### src/rtl/adeg_pkg.sv
// Shared types and constants for the attack-decay envelope gain block.
// Used by adeg_step_unit and attack_decay_envelope_gain_core; no dependencies.
package adeg_pkg;

    localparam int SAMPLE_BITS_DEF    = 24;
    localparam int COUNT_BITS_DEF     = 20;
    localparam int GAIN_FRAC_BITS_DEF = 16;

    localparam int ATTACK_RESET = 480;
    localparam int DECAY_RESET  = 480;

    localparam int CFG_INDEX_BITS = 2;
    localparam logic [CFG_INDEX_BITS-1:0] REG_ATTACK = 2'd0;
    localparam logic [CFG_INDEX_BITS-1:0] REG_DECAY  = 2'd1;

    localparam logic [2:0] SEG_ATTACK_LO = 3'd0;
    localparam logic [2:0] SEG_ATTACK_HI = 3'd1;
    localparam logic [2:0] SEG_SUSTAIN   = 3'd2;
    localparam logic [2:0] SEG_DECAY_HI  = 3'd3;
    localparam logic [2:0] SEG_DECAY_LO  = 3'd4;

    typedef enum logic {
        STEP_DIV  = 1'b0,
        STEP_SQRT = 1'b1
    } step_mode_t;

    typedef enum logic [1:0] {
        KIND_UNITY  = 2'd0,
        KIND_ZERO   = 2'd1,
        KIND_SQUARE = 2'd2,
        KIND_ROOT   = 2'd3
    } gain_kind_t;

endpackage

### src/rtl/adeg_step_unit.sv
// Shared compare/subtract unit: one restoring divide step or one root digit step.
// Depends on adeg_pkg.
module adeg_step_unit #(
    parameter int REM_W  = 24,
    parameter int DIV_W  = 20,
    parameter int ROOT_W = 17
) (
    input  adeg_pkg::step_mode_t mode,
    input  logic [REM_W-1:0]     rem_in,
    input  logic [1:0]           pair,
    input  logic [ROOT_W-1:0]    root_in,
    input  logic [DIV_W-1:0]     divisor,
    output logic [REM_W-1:0]     rem_out,
    output logic                 bit_out
);

    logic [REM_W-1:0] shifted;
    logic [REM_W-1:0] trial;
    logic [REM_W:0]   diff;

    always_comb
    begin
        unique case (mode)
            adeg_pkg::STEP_DIV:
            begin
                shifted = {rem_in[REM_W-2:0], 1'b0};
                trial   = REM_W'(divisor);
            end
            adeg_pkg::STEP_SQRT:
            begin
                shifted = {rem_in[REM_W-3:0], pair};
                trial   = REM_W'({root_in, 2'b01});
            end
            default:
            begin
                shifted = '0;
                trial   = '0;
            end
        endcase
        diff    = {1'b0, shifted} - {1'b0, trial};
        bit_out = ~diff[REM_W];
        rem_out = bit_out ? diff[REM_W-1:0] : shifted;
    end

endmodule

### src/rtl/attack_decay_envelope_gain_core.sv
// Top level of the attack-decay envelope gain block: sequencer, note state, multiplier.
// Depends on adeg_pkg and adeg_step_unit.
//
//  channel | signals                                   | direction
//  in      | in_valid in_ready sample_in note_start note_length | sink
//  out     | out_valid out_ready sample_out segment    | source
//  cfg     | cfg_valid cfg_ready cfg_index cfg_data    | sink
//
// Each input transfer at unity or zero gain skips the divide; a square-law
// segment uses the one-bit-per-cycle ratio divide and a root-law segment adds
// the two-bits-per-cycle square root after it.
// in_ready is high only while the sequencer is idle; a result waiting on
// out_ready does not block the next input transfer, only the next result.
// rst_n clears control and note state; cfg_ready is always high.
module attack_decay_envelope_gain_core #(
    parameter int SAMPLE_BITS    = adeg_pkg::SAMPLE_BITS_DEF,
    parameter int COUNT_BITS     = adeg_pkg::COUNT_BITS_DEF,
    parameter int GAIN_FRAC_BITS = adeg_pkg::GAIN_FRAC_BITS_DEF
) (
    input  logic                                clk,
    input  logic                                rst_n,
    input  logic                                in_valid,
    output logic                                in_ready,
    input  logic signed [SAMPLE_BITS-1:0]       sample_in,
    input  logic                                note_start,
    input  logic [COUNT_BITS-1:0]               note_length,
    output logic                                out_valid,
    input  logic                                out_ready,
    output logic signed [SAMPLE_BITS-1:0]       sample_out,
    output logic [2:0]                          segment,
    input  logic                                cfg_valid,
    output logic                                cfg_ready,
    input  logic [adeg_pkg::CFG_INDEX_BITS-1:0] cfg_index,
    input  logic [COUNT_BITS-1:0]               cfg_data
);

    localparam int S       = SAMPLE_BITS;
    localparam int C       = COUNT_BITS;
    localparam int F       = GAIN_FRAC_BITS;
    localparam int REM_W   = (C + 1 > F + 4) ? C + 1 : F + 4;
    localparam int MUL_A_W = (S > F + 1) ? S : F + 1;
    localparam int PROD_W  = MUL_A_W + F + 1;
    localparam int CNT_W   = $clog2(F + 1) + 1;

    localparam logic [F:0]   UNITY_G   = {1'b1, {F{1'b0}}};
    localparam logic [F+1:0] ROOT_BIAS = {2'b01, {(F-1){1'b0}}, 1'b1};

    typedef enum logic [9:0] {
        ST_IDLE = 10'b0000000001,
        ST_NOTE = 10'b0000000010,
        ST_SEL  = 10'b0000000100,
        ST_DIV  = 10'b0000001000,
        ST_PREP = 10'b0000010000,
        ST_SQRT = 10'b0000100000,
        ST_SQ   = 10'b0001000000,
        ST_GAIN = 10'b0010000000,
        ST_MUL  = 10'b0100000000,
        ST_RND  = 10'b1000000000
    } state_t;

    state_t state_reg, state_next;

    logic [C-1:0] attack_reg, attack_next;
    logic [C-1:0] decay_reg, decay_next;
    logic [C-1:0] pos_reg, pos_next;
    logic [C-1:0] ha_reg, ha_next;
    logic [C-1:0] ha2_reg, ha2_next;
    logic [C-1:0] hd_reg, hd_next;
    logic [C-1:0] ds_reg, ds_next;
    logic [C-1:0] hde_reg, hde_next;
    logic [C-1:0] total_reg, total_next;
    logic         out_valid_reg, out_valid_next;

    logic [S-1:0]         x_reg, x_next;
    logic                 start_reg, start_next;
    logic [C-1:0]         len_reg, len_next;
    logic                 neg_reg, neg_next;
    logic [S-1:0]         mag_reg, mag_next;
    logic [2:0]           seg_reg, seg_next;
    adeg_pkg::gain_kind_t kind_reg, kind_next;
    logic                 comp_reg, comp_next;
    logic [REM_W-1:0]     rem_reg, rem_next;
    logic [F-1:0]         q_reg, q_next;
    logic [C-1:0]         divisor_reg, divisor_next;
    logic [CNT_W-1:0]     cnt_reg, cnt_next;
    logic [2*F+1:0]       rad_reg, rad_next;
    logic [F:0]           root_reg, root_next;
    logic [F:0]           rp_reg, rp_next;
    logic [F:0]           gain_reg, gain_next;
    logic [PROD_W-1:0]    prod_reg, prod_next;
    logic [S-1:0]         out_sample_reg, out_sample_next;
    logic [2:0]           out_seg_reg, out_seg_next;

    adeg_pkg::step_mode_t step_mode;
    logic [REM_W-1:0]     step_rem;
    logic                 step_bit;

    logic [C:0]          att2, dec2, lenx, ma, md;
    logic [C:0]          md_up;
    logic [C-1:0]        k_val;
    logic [MUL_A_W-1:0]  mul_a;
    logic [F:0]          mul_b;
    logic [PROD_W-1:0]   mul_p;
    logic [PROD_W:0]     sq_sum;
    logic [F+1:0]        root_sum;
    logic [PROD_W:0]     rnd_sum;
    logic [PROD_W-F:0]   rnd_mag;
    logic [S-1:0]        lim;
    logic [S-1:0]        clamped;

    adeg_step_unit #(
        .REM_W  (REM_W),
        .DIV_W  (C),
        .ROOT_W (F + 1)
    ) u_step (
        .mode    (step_mode),
        .rem_in  (rem_reg),
        .pair    (rad_reg[2*F+1:2*F]),
        .root_in (root_reg),
        .divisor (divisor_reg),
        .rem_out (step_rem),
        .bit_out (step_bit)
    );

    assign step_mode = (state_reg == ST_SQRT) ? adeg_pkg::STEP_SQRT : adeg_pkg::STEP_DIV;

    assign mul_a = (state_reg == ST_SQ) ? MUL_A_W'(rp_reg) : MUL_A_W'(mag_reg);
    assign mul_b = (state_reg == ST_SQ) ? rp_reg : gain_reg;
    assign mul_p = mul_a * mul_b;

    assign att2  = {attack_reg, 1'b0};
    assign dec2  = {decay_reg, 1'b0};
    assign lenx  = {1'b0, len_reg};
    assign ma    = (att2 > lenx) ? lenx : att2;
    assign md    = (dec2 > lenx) ? lenx : dec2;
    assign md_up = md + (C+1)'(1);
    assign k_val = pos_reg - hde_reg;

    assign sq_sum   = {1'b0, prod_reg} + (PROD_W+1)'(UNITY_G);
    assign root_sum = {1'b0, root_reg} + ROOT_BIAS;
    assign rnd_sum  = {1'b0, prod_reg} + (PROD_W+1)'(UNITY_G >> 1);
    assign rnd_mag  = rnd_sum[PROD_W:F];
    assign lim      = neg_reg ? {1'b1, {(S-1){1'b0}}} : {1'b0, {(S-1){1'b1}}};
    assign clamped  = (rnd_mag > (PROD_W-F+1)'(lim)) ? lim : rnd_mag[S-1:0];

    always_comb
    begin
        state_next      = state_reg;
        attack_next     = attack_reg;
        decay_next      = decay_reg;
        pos_next        = pos_reg;
        ha_next         = ha_reg;
        ha2_next        = ha2_reg;
        hd_next         = hd_reg;
        ds_next         = ds_reg;
        hde_next        = hde_reg;
        total_next      = total_reg;
        out_valid_next  = out_valid_reg;
        x_next          = x_reg;
        start_next      = start_reg;
        len_next        = len_reg;
        neg_next        = neg_reg;
        mag_next        = mag_reg;
        seg_next        = seg_reg;
        kind_next       = kind_reg;
        comp_next       = comp_reg;
        rem_next        = rem_reg;
        q_next          = q_reg;
        divisor_next    = divisor_reg;
        cnt_next        = cnt_reg;
        rad_next        = rad_reg;
        root_next       = root_reg;
        rp_next         = rp_reg;
        gain_next       = gain_reg;
        prod_next       = prod_reg;
        out_sample_next = out_sample_reg;
        out_seg_next    = out_seg_reg;

        if (cfg_valid)
        begin
            if (cfg_index == adeg_pkg::REG_ATTACK)
            begin
                attack_next = cfg_data;
            end
            else if (cfg_index == adeg_pkg::REG_DECAY)
            begin
                decay_next = cfg_data;
            end
        end

        if (out_valid_reg && out_ready)
        begin
            out_valid_next = 1'b0;
        end

        unique case (state_reg)
            ST_IDLE:
            begin
                if (in_valid)
                begin
                    x_next     = sample_in;
                    start_next = note_start;
                    len_next   = note_length;
                    state_next = ST_NOTE;
                end
            end
            ST_NOTE:
            begin
                neg_next = x_reg[S-1];
                mag_next = x_reg[S-1] ? (~x_reg + S'(1)) : x_reg;
                if (start_reg)
                begin
                    total_next = len_reg;
                    ha_next    = C'(ma[C-1:2]);
                    ha2_next   = C'({ma[C-1:2], 1'b0});
                    hd_next    = C'(md[C-1:2]);
                    ds_next    = len_reg - md_up[C:1];
                    hde_next   = len_reg - md_up[C:1] + C'(md[C-1:2]);
                    pos_next   = '0;
                end
                state_next = ST_SEL;
            end
            ST_SEL:
            begin
                comp_next = 1'b0;
                cnt_next  = '0;
                q_next    = '0;
                priority if (pos_reg < ha_reg)
                begin
                    seg_next     = adeg_pkg::SEG_ATTACK_LO;
                    kind_next    = adeg_pkg::KIND_SQUARE;
                    rem_next     = REM_W'(pos_reg);
                    divisor_next = ha_reg;
                end
                else if (pos_reg < ha2_reg)
                begin
                    seg_next     = adeg_pkg::SEG_ATTACK_HI;
                    kind_next    = adeg_pkg::KIND_ROOT;
                    rem_next     = REM_W'(pos_reg - ha_reg);
                    divisor_next = ha_reg;
                end
                else if (pos_reg < ds_reg)
                begin
                    seg_next  = adeg_pkg::SEG_SUSTAIN;
                    kind_next = adeg_pkg::KIND_UNITY;
                end
                else if (pos_reg < hde_reg)
                begin
                    seg_next     = adeg_pkg::SEG_DECAY_HI;
                    kind_next    = adeg_pkg::KIND_ROOT;
                    comp_next    = 1'b1;
                    rem_next     = REM_W'(pos_reg - ds_reg);
                    divisor_next = hd_reg;
                end
                else
                begin
                    seg_next     = adeg_pkg::SEG_DECAY_LO;
                    comp_next    = 1'b1;
                    rem_next     = REM_W'(k_val);
                    divisor_next = hd_reg;
                    if (k_val >= hd_reg || pos_reg >= total_reg)
                    begin
                        kind_next = adeg_pkg::KIND_ZERO;
                    end
                    else
                    begin
                        kind_next = adeg_pkg::KIND_SQUARE;
                    end
                end
                state_next = ST_DIV;
                if (kind_next == adeg_pkg::KIND_UNITY)
                begin
                    gain_next  = UNITY_G;
                    state_next = ST_MUL;
                end
                else if (kind_next == adeg_pkg::KIND_ZERO)
                begin
                    gain_next  = '0;
                    state_next = ST_MUL;
                end
            end
            ST_DIV:
            begin
                rem_next = step_rem;
                q_next   = {q_reg[F-2:0], step_bit};
                cnt_next = cnt_reg + CNT_W'(1);
                if (cnt_reg == CNT_W'(F - 1))
                begin
                    state_next = ST_PREP;
                end
            end
            ST_PREP:
            begin
                rp_next   = comp_reg ? (UNITY_G - {1'b0, q_reg}) : {1'b0, q_reg};
                rad_next  = {1'b0, rp_next, {F{1'b0}}};
                rem_next  = '0;
                root_next = '0;
                cnt_next  = '0;
                state_next = (kind_reg == adeg_pkg::KIND_ROOT) ? ST_SQRT : ST_SQ;
            end
            ST_SQRT:
            begin
                rem_next  = step_rem;
                root_next = {root_reg[F-1:0], step_bit};
                rad_next  = {rad_reg[2*F-1:0], 2'b00};
                cnt_next  = cnt_reg + CNT_W'(1);
                if (cnt_reg == CNT_W'(F))
                begin
                    state_next = ST_GAIN;
                end
            end
            ST_SQ:
            begin
                prod_next  = mul_p;
                state_next = ST_GAIN;
            end
            ST_GAIN:
            begin
                if (kind_reg == adeg_pkg::KIND_ROOT)
                begin
                    gain_next = root_sum[F+1:1];
                end
                else
                begin
                    gain_next = sq_sum[2*F+1:F+1];
                end
                state_next = ST_MUL;
            end
            ST_MUL:
            begin
                prod_next  = mul_p;
                state_next = ST_RND;
            end
            ST_RND:
            begin
                if (!out_valid_reg || out_ready)
                begin
                    out_sample_next = neg_reg ? (~clamped + S'(1)) : clamped;
                    out_seg_next    = seg_reg;
                    out_valid_next  = 1'b1;
                    if (pos_reg != {C{1'b1}})
                    begin
                        pos_next = pos_reg + C'(1);
                    end
                    state_next = ST_IDLE;
                end
            end
            default:
            begin
                state_next = ST_IDLE;
            end
        endcase
    end

    always_ff @(posedge clk or negedge rst_n)
    begin
        if (!rst_n)
        begin
            state_reg     <= ST_IDLE;
            attack_reg    <= C'(adeg_pkg::ATTACK_RESET);
            decay_reg     <= C'(adeg_pkg::DECAY_RESET);
            pos_reg       <= '0;
            ha_reg        <= '0;
            ha2_reg       <= '0;
            hd_reg        <= '0;
            ds_reg        <= '0;
            hde_reg       <= '0;
            total_reg     <= '0;
            out_valid_reg <= 1'b0;
        end
        else
        begin
            state_reg     <= state_next;
            attack_reg    <= attack_next;
            decay_reg     <= decay_next;
            pos_reg       <= pos_next;
            ha_reg        <= ha_next;
            ha2_reg       <= ha2_next;
            hd_reg        <= hd_next;
            ds_reg        <= ds_next;
            hde_reg       <= hde_next;
            total_reg     <= total_next;
            out_valid_reg <= out_valid_next;
        end
    end

    always_ff @(posedge clk)
    begin
        x_reg          <= x_next;
        start_reg      <= start_next;
        len_reg        <= len_next;
        neg_reg        <= neg_next;
        mag_reg        <= mag_next;
        seg_reg        <= seg_next;
        kind_reg       <= kind_next;
        comp_reg       <= comp_next;
        rem_reg        <= rem_next;
        q_reg          <= q_next;
        divisor_reg    <= divisor_next;
        cnt_reg        <= cnt_next;
        rad_reg        <= rad_next;
        root_reg       <= root_next;
        rp_reg         <= rp_next;
        gain_reg       <= gain_next;
        prod_reg       <= prod_next;
        out_sample_reg <= out_sample_next;
        out_seg_reg    <= out_seg_next;
    end

    assign in_ready   = (state_reg == ST_IDLE);
    assign cfg_ready  = 1'b1;
    assign out_valid  = out_valid_reg;
    assign sample_out = out_sample_reg;
    assign segment    = out_seg_reg;

    // result only appears from the rounding step
    a_out_from_rnd: assert property (@(posedge clk) disable iff (!rst_n)
        $rose(out_valid_reg) |-> $past(state_reg == ST_RND))
        else $error("result raised outside rounding step");

    a_div_count: assert property (@(posedge clk) disable iff (!rst_n)
        (state_reg == ST_DIV) |-> (cnt_reg < CNT_W'(F)))
        else $error("divide step count out of range");

    a_gain_bound: assert property (@(posedge clk) disable iff (!rst_n)
        (state_reg == ST_MUL) |-> (gain_reg <= UNITY_G))
        else $error("gain above unity");

    a_sq_kind: assert property (@(posedge clk) disable iff (!rst_n)
        (state_reg == ST_SQ) |-> (kind_reg == adeg_pkg::KIND_SQUARE))
        else $error("square step on non-square segment");

    a_seg_range: assert property (@(posedge clk) disable iff (!rst_n)
        out_valid_reg |-> (out_seg_reg <= adeg_pkg::SEG_DECAY_LO))
        else $error("segment code out of range");

endmodule
### config.mk
export PLATFORM = sky130hd
export DESIGN_NAME = attack_decay_envelope_gain_core
export DESIGN_NICKNAME = d
export VERILOG_FILES = /design/src/rtl/adeg_pkg.sv /design/src/rtl/adeg_step_unit.sv /design/src/rtl/attack_decay_envelope_gain_core.sv
export SDC_FILE = /design/constraint.sdc
export NUM_CORES = 2
export LEC_CHECK = 0
export BUFFER_PORTS_ARGS = -buffer_cell sky130_fd_sc_hd__buf_4
export CORE_MARGIN = 2
export CORE_UTILIZATION = 65
export DETAILED_ROUTE_END_ITERATION = 6
export PLACE_DENSITY = 0.86
export SKIP_LAST_GASP = 1
export SYNTH_ARGS = -nofsm -noshare
export SYNTH_HDL_FRONTEND = slang
export SYNTH_SLANG_ARGS = --single-unit
### constraint.sdc
create_clock -name clk -period 26.8 [get_ports clk]
set_input_delay 5.36 -clock clk [delete_from_list [all_inputs] [get_ports clk]]
set_output_delay 5.36 -clock clk [all_outputs]
set_load 0.05 [all_outputs]
==> impl_results.md <==
- Clock Sinks: 425
- Core box area: 61700 um^2
- Largest net degree at the start of global routing: 101
- Largest register FFs: 26
- Gr usage total: 34.4%
- P per Cell Area: 109 nW/um^2
- RSZ-0062 raised after global routing: no
- Max-slew headroom: 19.1%
- Seq/Total Area, Yosys: 29.4%
- CTS resizes: 0
- H-tree Lvls: 2
- Postcts setup bufs: 0
- Synth cell types: 98
- WL/cell: 20.5 um
- Synth Cell Area: 40600 um^2
- Clk buf depth: 3
- Worst hold margin: 479 ps
- Slowest-stage cell, CP: or4b_2
- Maximum vdd drop: 0.117 mV
- Xor-xnor portion of the synthesized cell area: 5.20%
- DRT Wirelength: 109000 um
- Die X-Extent: 254 um
- Main synth FF type: edfxtp_1
- Setup_tns: 0 ps
- Clock root cell: clkbuf_16
- Gr ovfl total: 0
- Post-synth top area share: 19.1%
- Seq cells post-synth: 425
- Min Tclk post-route: 10160 ps
- Crit path required time: 27130 ps
- Area leader, netlist: edfxtp_1
- GP Congestion: 0.980
- Routed vias/inst: 6.09
- Worst path max stage delay: 820 ps
- Vias: 32520
- Max Clock Skew: 54.1 ps
- Die area: 64500 um^2
- DR pass1 iterations: 6
- Largest cells by area after synthesis: edfxtp_1, fa_1, ha_1
- Total CTS buffers: 45
- Multi-input logic area: 25900 um^2
- Multiplexer area fraction after synthesis: 2.97%
- Final hold vios: 0
- Antenna-violating nets left: 0
- Most used cell, CP: fa_1
- Clock Pin Slew Worst Setup and Hold Paths: 60 ps
- Setup crit start kind: flip-flop
- Area Growth Syn to Fin: 7.25%
- Status: finished, final reports clean
- First-pass GRT wire length: 172000 um
- Async set or reset register ratio after synthesis: 39.3%
- Yosys warns: 0
- Number of synthesized flops with an enable pin: 258
- Ports: 102
- Slew at the pin closest to its max-slew limit: 1210 ps
- Post-Syn Instances: 4431
- Max-slew violation count: 0
- Number of fill cells: 4643
- Crit. End Element: flip-flop
- Initial DRC count: 2870
- Fmax: 98.5 MHz
- Period utilization: 37.9%
- Crit Path Max Fanout: 97
- Layout cell share with drive strength beyond 1: 7.07%
- Main combinational cell family by area after synthesis: adder cells
- Avg Cell Area, Syn: 9.16 um^2
- Die height: 254 um
- Final setup viols: 0
- Simple-Gate Fraction of Synth Area: 16.7%
- Crit path arrival time: 10490 ps
- CTS tree: built
- Max-cap violations: 0
- Adder-Cell Fraction of Synth Area: 27.3%
- NumNets Final: 5221
- Port bufs: 100
- HPWL Detailed: 84900 um
- Worst min-delay path category: reg -> reg
- Most frequent cells after synthesis: nand2_1, inv_1, ha_1
- Worst skew pair latency: 610 ps
- Cts hold-fix bufs: 0
- Seq. cell area: 11900 um^2
- Initial antenna violation count: 4
- Leak: 20.1 nW
- Number of global-route vias before repair: 32762
- Total power: 0.00476 W
- # DRC: 0
- Initial core utilization: 65.8%
- Synth Area in Compound Gates: 11.6%
- Net Count, Synth: 5189
- # rows: 91
- Type of the worst setup path: reg -> reg
- Most common cell in the netlist: nand2_1
## layer usage
metal | global-route usage, % | up-vias | share of wire [%]
met4 | 20.2 | 6 | 6.6
met3 | 5.99 | 369 | 7.7
li1 | - | 14910 | -
met5 | 0 | - | 0.032
met2 | 58.1 | 1442 | 49
met1 | 41.5 | 15793 | 37
## final timing paths
path / from / end / slack [ps] / cells after the start
hold / removal: hde_reg[5]$_DFFE_PN0P_ / hde_reg[5]$_DFFE_PN0P_ / 480 / 2
min in group asynchronous: rst_n / attack_reg[2]$_DFFE_PN0P_ / 4850 / 1
max in group asynchronous: rst_n / state_reg[9]$_DFFE_PN0P_ / 20370 / 2
setup reg to reg: state_reg[1]$_DFFE_PN0P_ / prod_reg[40]$_DFFE_PP_ / 16640 / 29
hold reg to reg: hde_reg[5]$_DFFE_PN0P_ / hde_reg[5]$_DFFE_PN0P_ / 480 / 2
setup / recovery: state_reg[1]$_DFFE_PN0P_ / prod_reg[40]$_DFFE_PP_ / 16640 / 29
## critical path, delay by kind of cell, from the launching register on
| family | cells | cell delay (ps) |
|---|---|---|
| flip-flops | 1 | 410 |
| buffers and inverters | 5 | 650 |
| AO/OA/AOI/OAI | 10 | 3470 |
| adder cells (fa/ha/maj) | 7 | 3350 |
| XOR/XNOR | 1 | 60 |
| AND/OR/NAND/NOR | 6 | 1940 |
## cell families after synthesis
kind of cell,after synthesis
adder cells (fa/ha/maj),686
buffers and inverters,729
AND/OR/NAND/NOR,1481
AO/OA/AOI/OAI,755
flip-flops,425
other,1
XOR/XNOR,241
multiplexers,113
## report_power, final
group | switching (W) | leakage [nW] | internal, W
clock | 0.000266 | 0.711 | 0.000357
combinational | 0.00180 | 14.9 | 0.00129
sequential | 0.000120 | 4.48 | 0.000923
total | 0.00218 | 20.1 | 0.00257
## cell usage in the layout, fill, tap and decap left out, types with 71 or more instances in the layout
cell      count
nand2_1     676
inv_1       582
ha_1        353
nor2_1      333
fa_1        333
edfxtp_1    258
o21ai_0     238
a21oi_1     197
xnor2_1     174
dfrtp_1     158
buf_4       130
nand3_1      75
a21o_1       71
## metrics by stage
stage	utilization (%)	worst slack [ps]	cell area [um^2]	cells
2_1_floorplan	-	18340	40600	4431
3_3_place_gp	68.2	17150	42100	5253
3_5_place_dp	68.2	16850	42100	5253
4_1_cts	70.5	16810	43500	5336
5_1_grt	70.5	16180	43500	5337
6_report	70.5	16640	43500	5337
## final cells by class
| type | count | share of cell area (%) |
|---|---|---|
| antenna | 1 | 0.00575 |
| clock buffer | 62 | 2.87 |
| clock inverter | 21 | 0.492 |
| inverter | 583 | 5.03 |
| multi-input combinational | 3277 | 59.5 |
| sequential | 425 | 27.4 |
| tap | 837 | 2.41 |
| timing repair buffer | 131 | 2.27 |
Power figures use the tool's default switching activity.
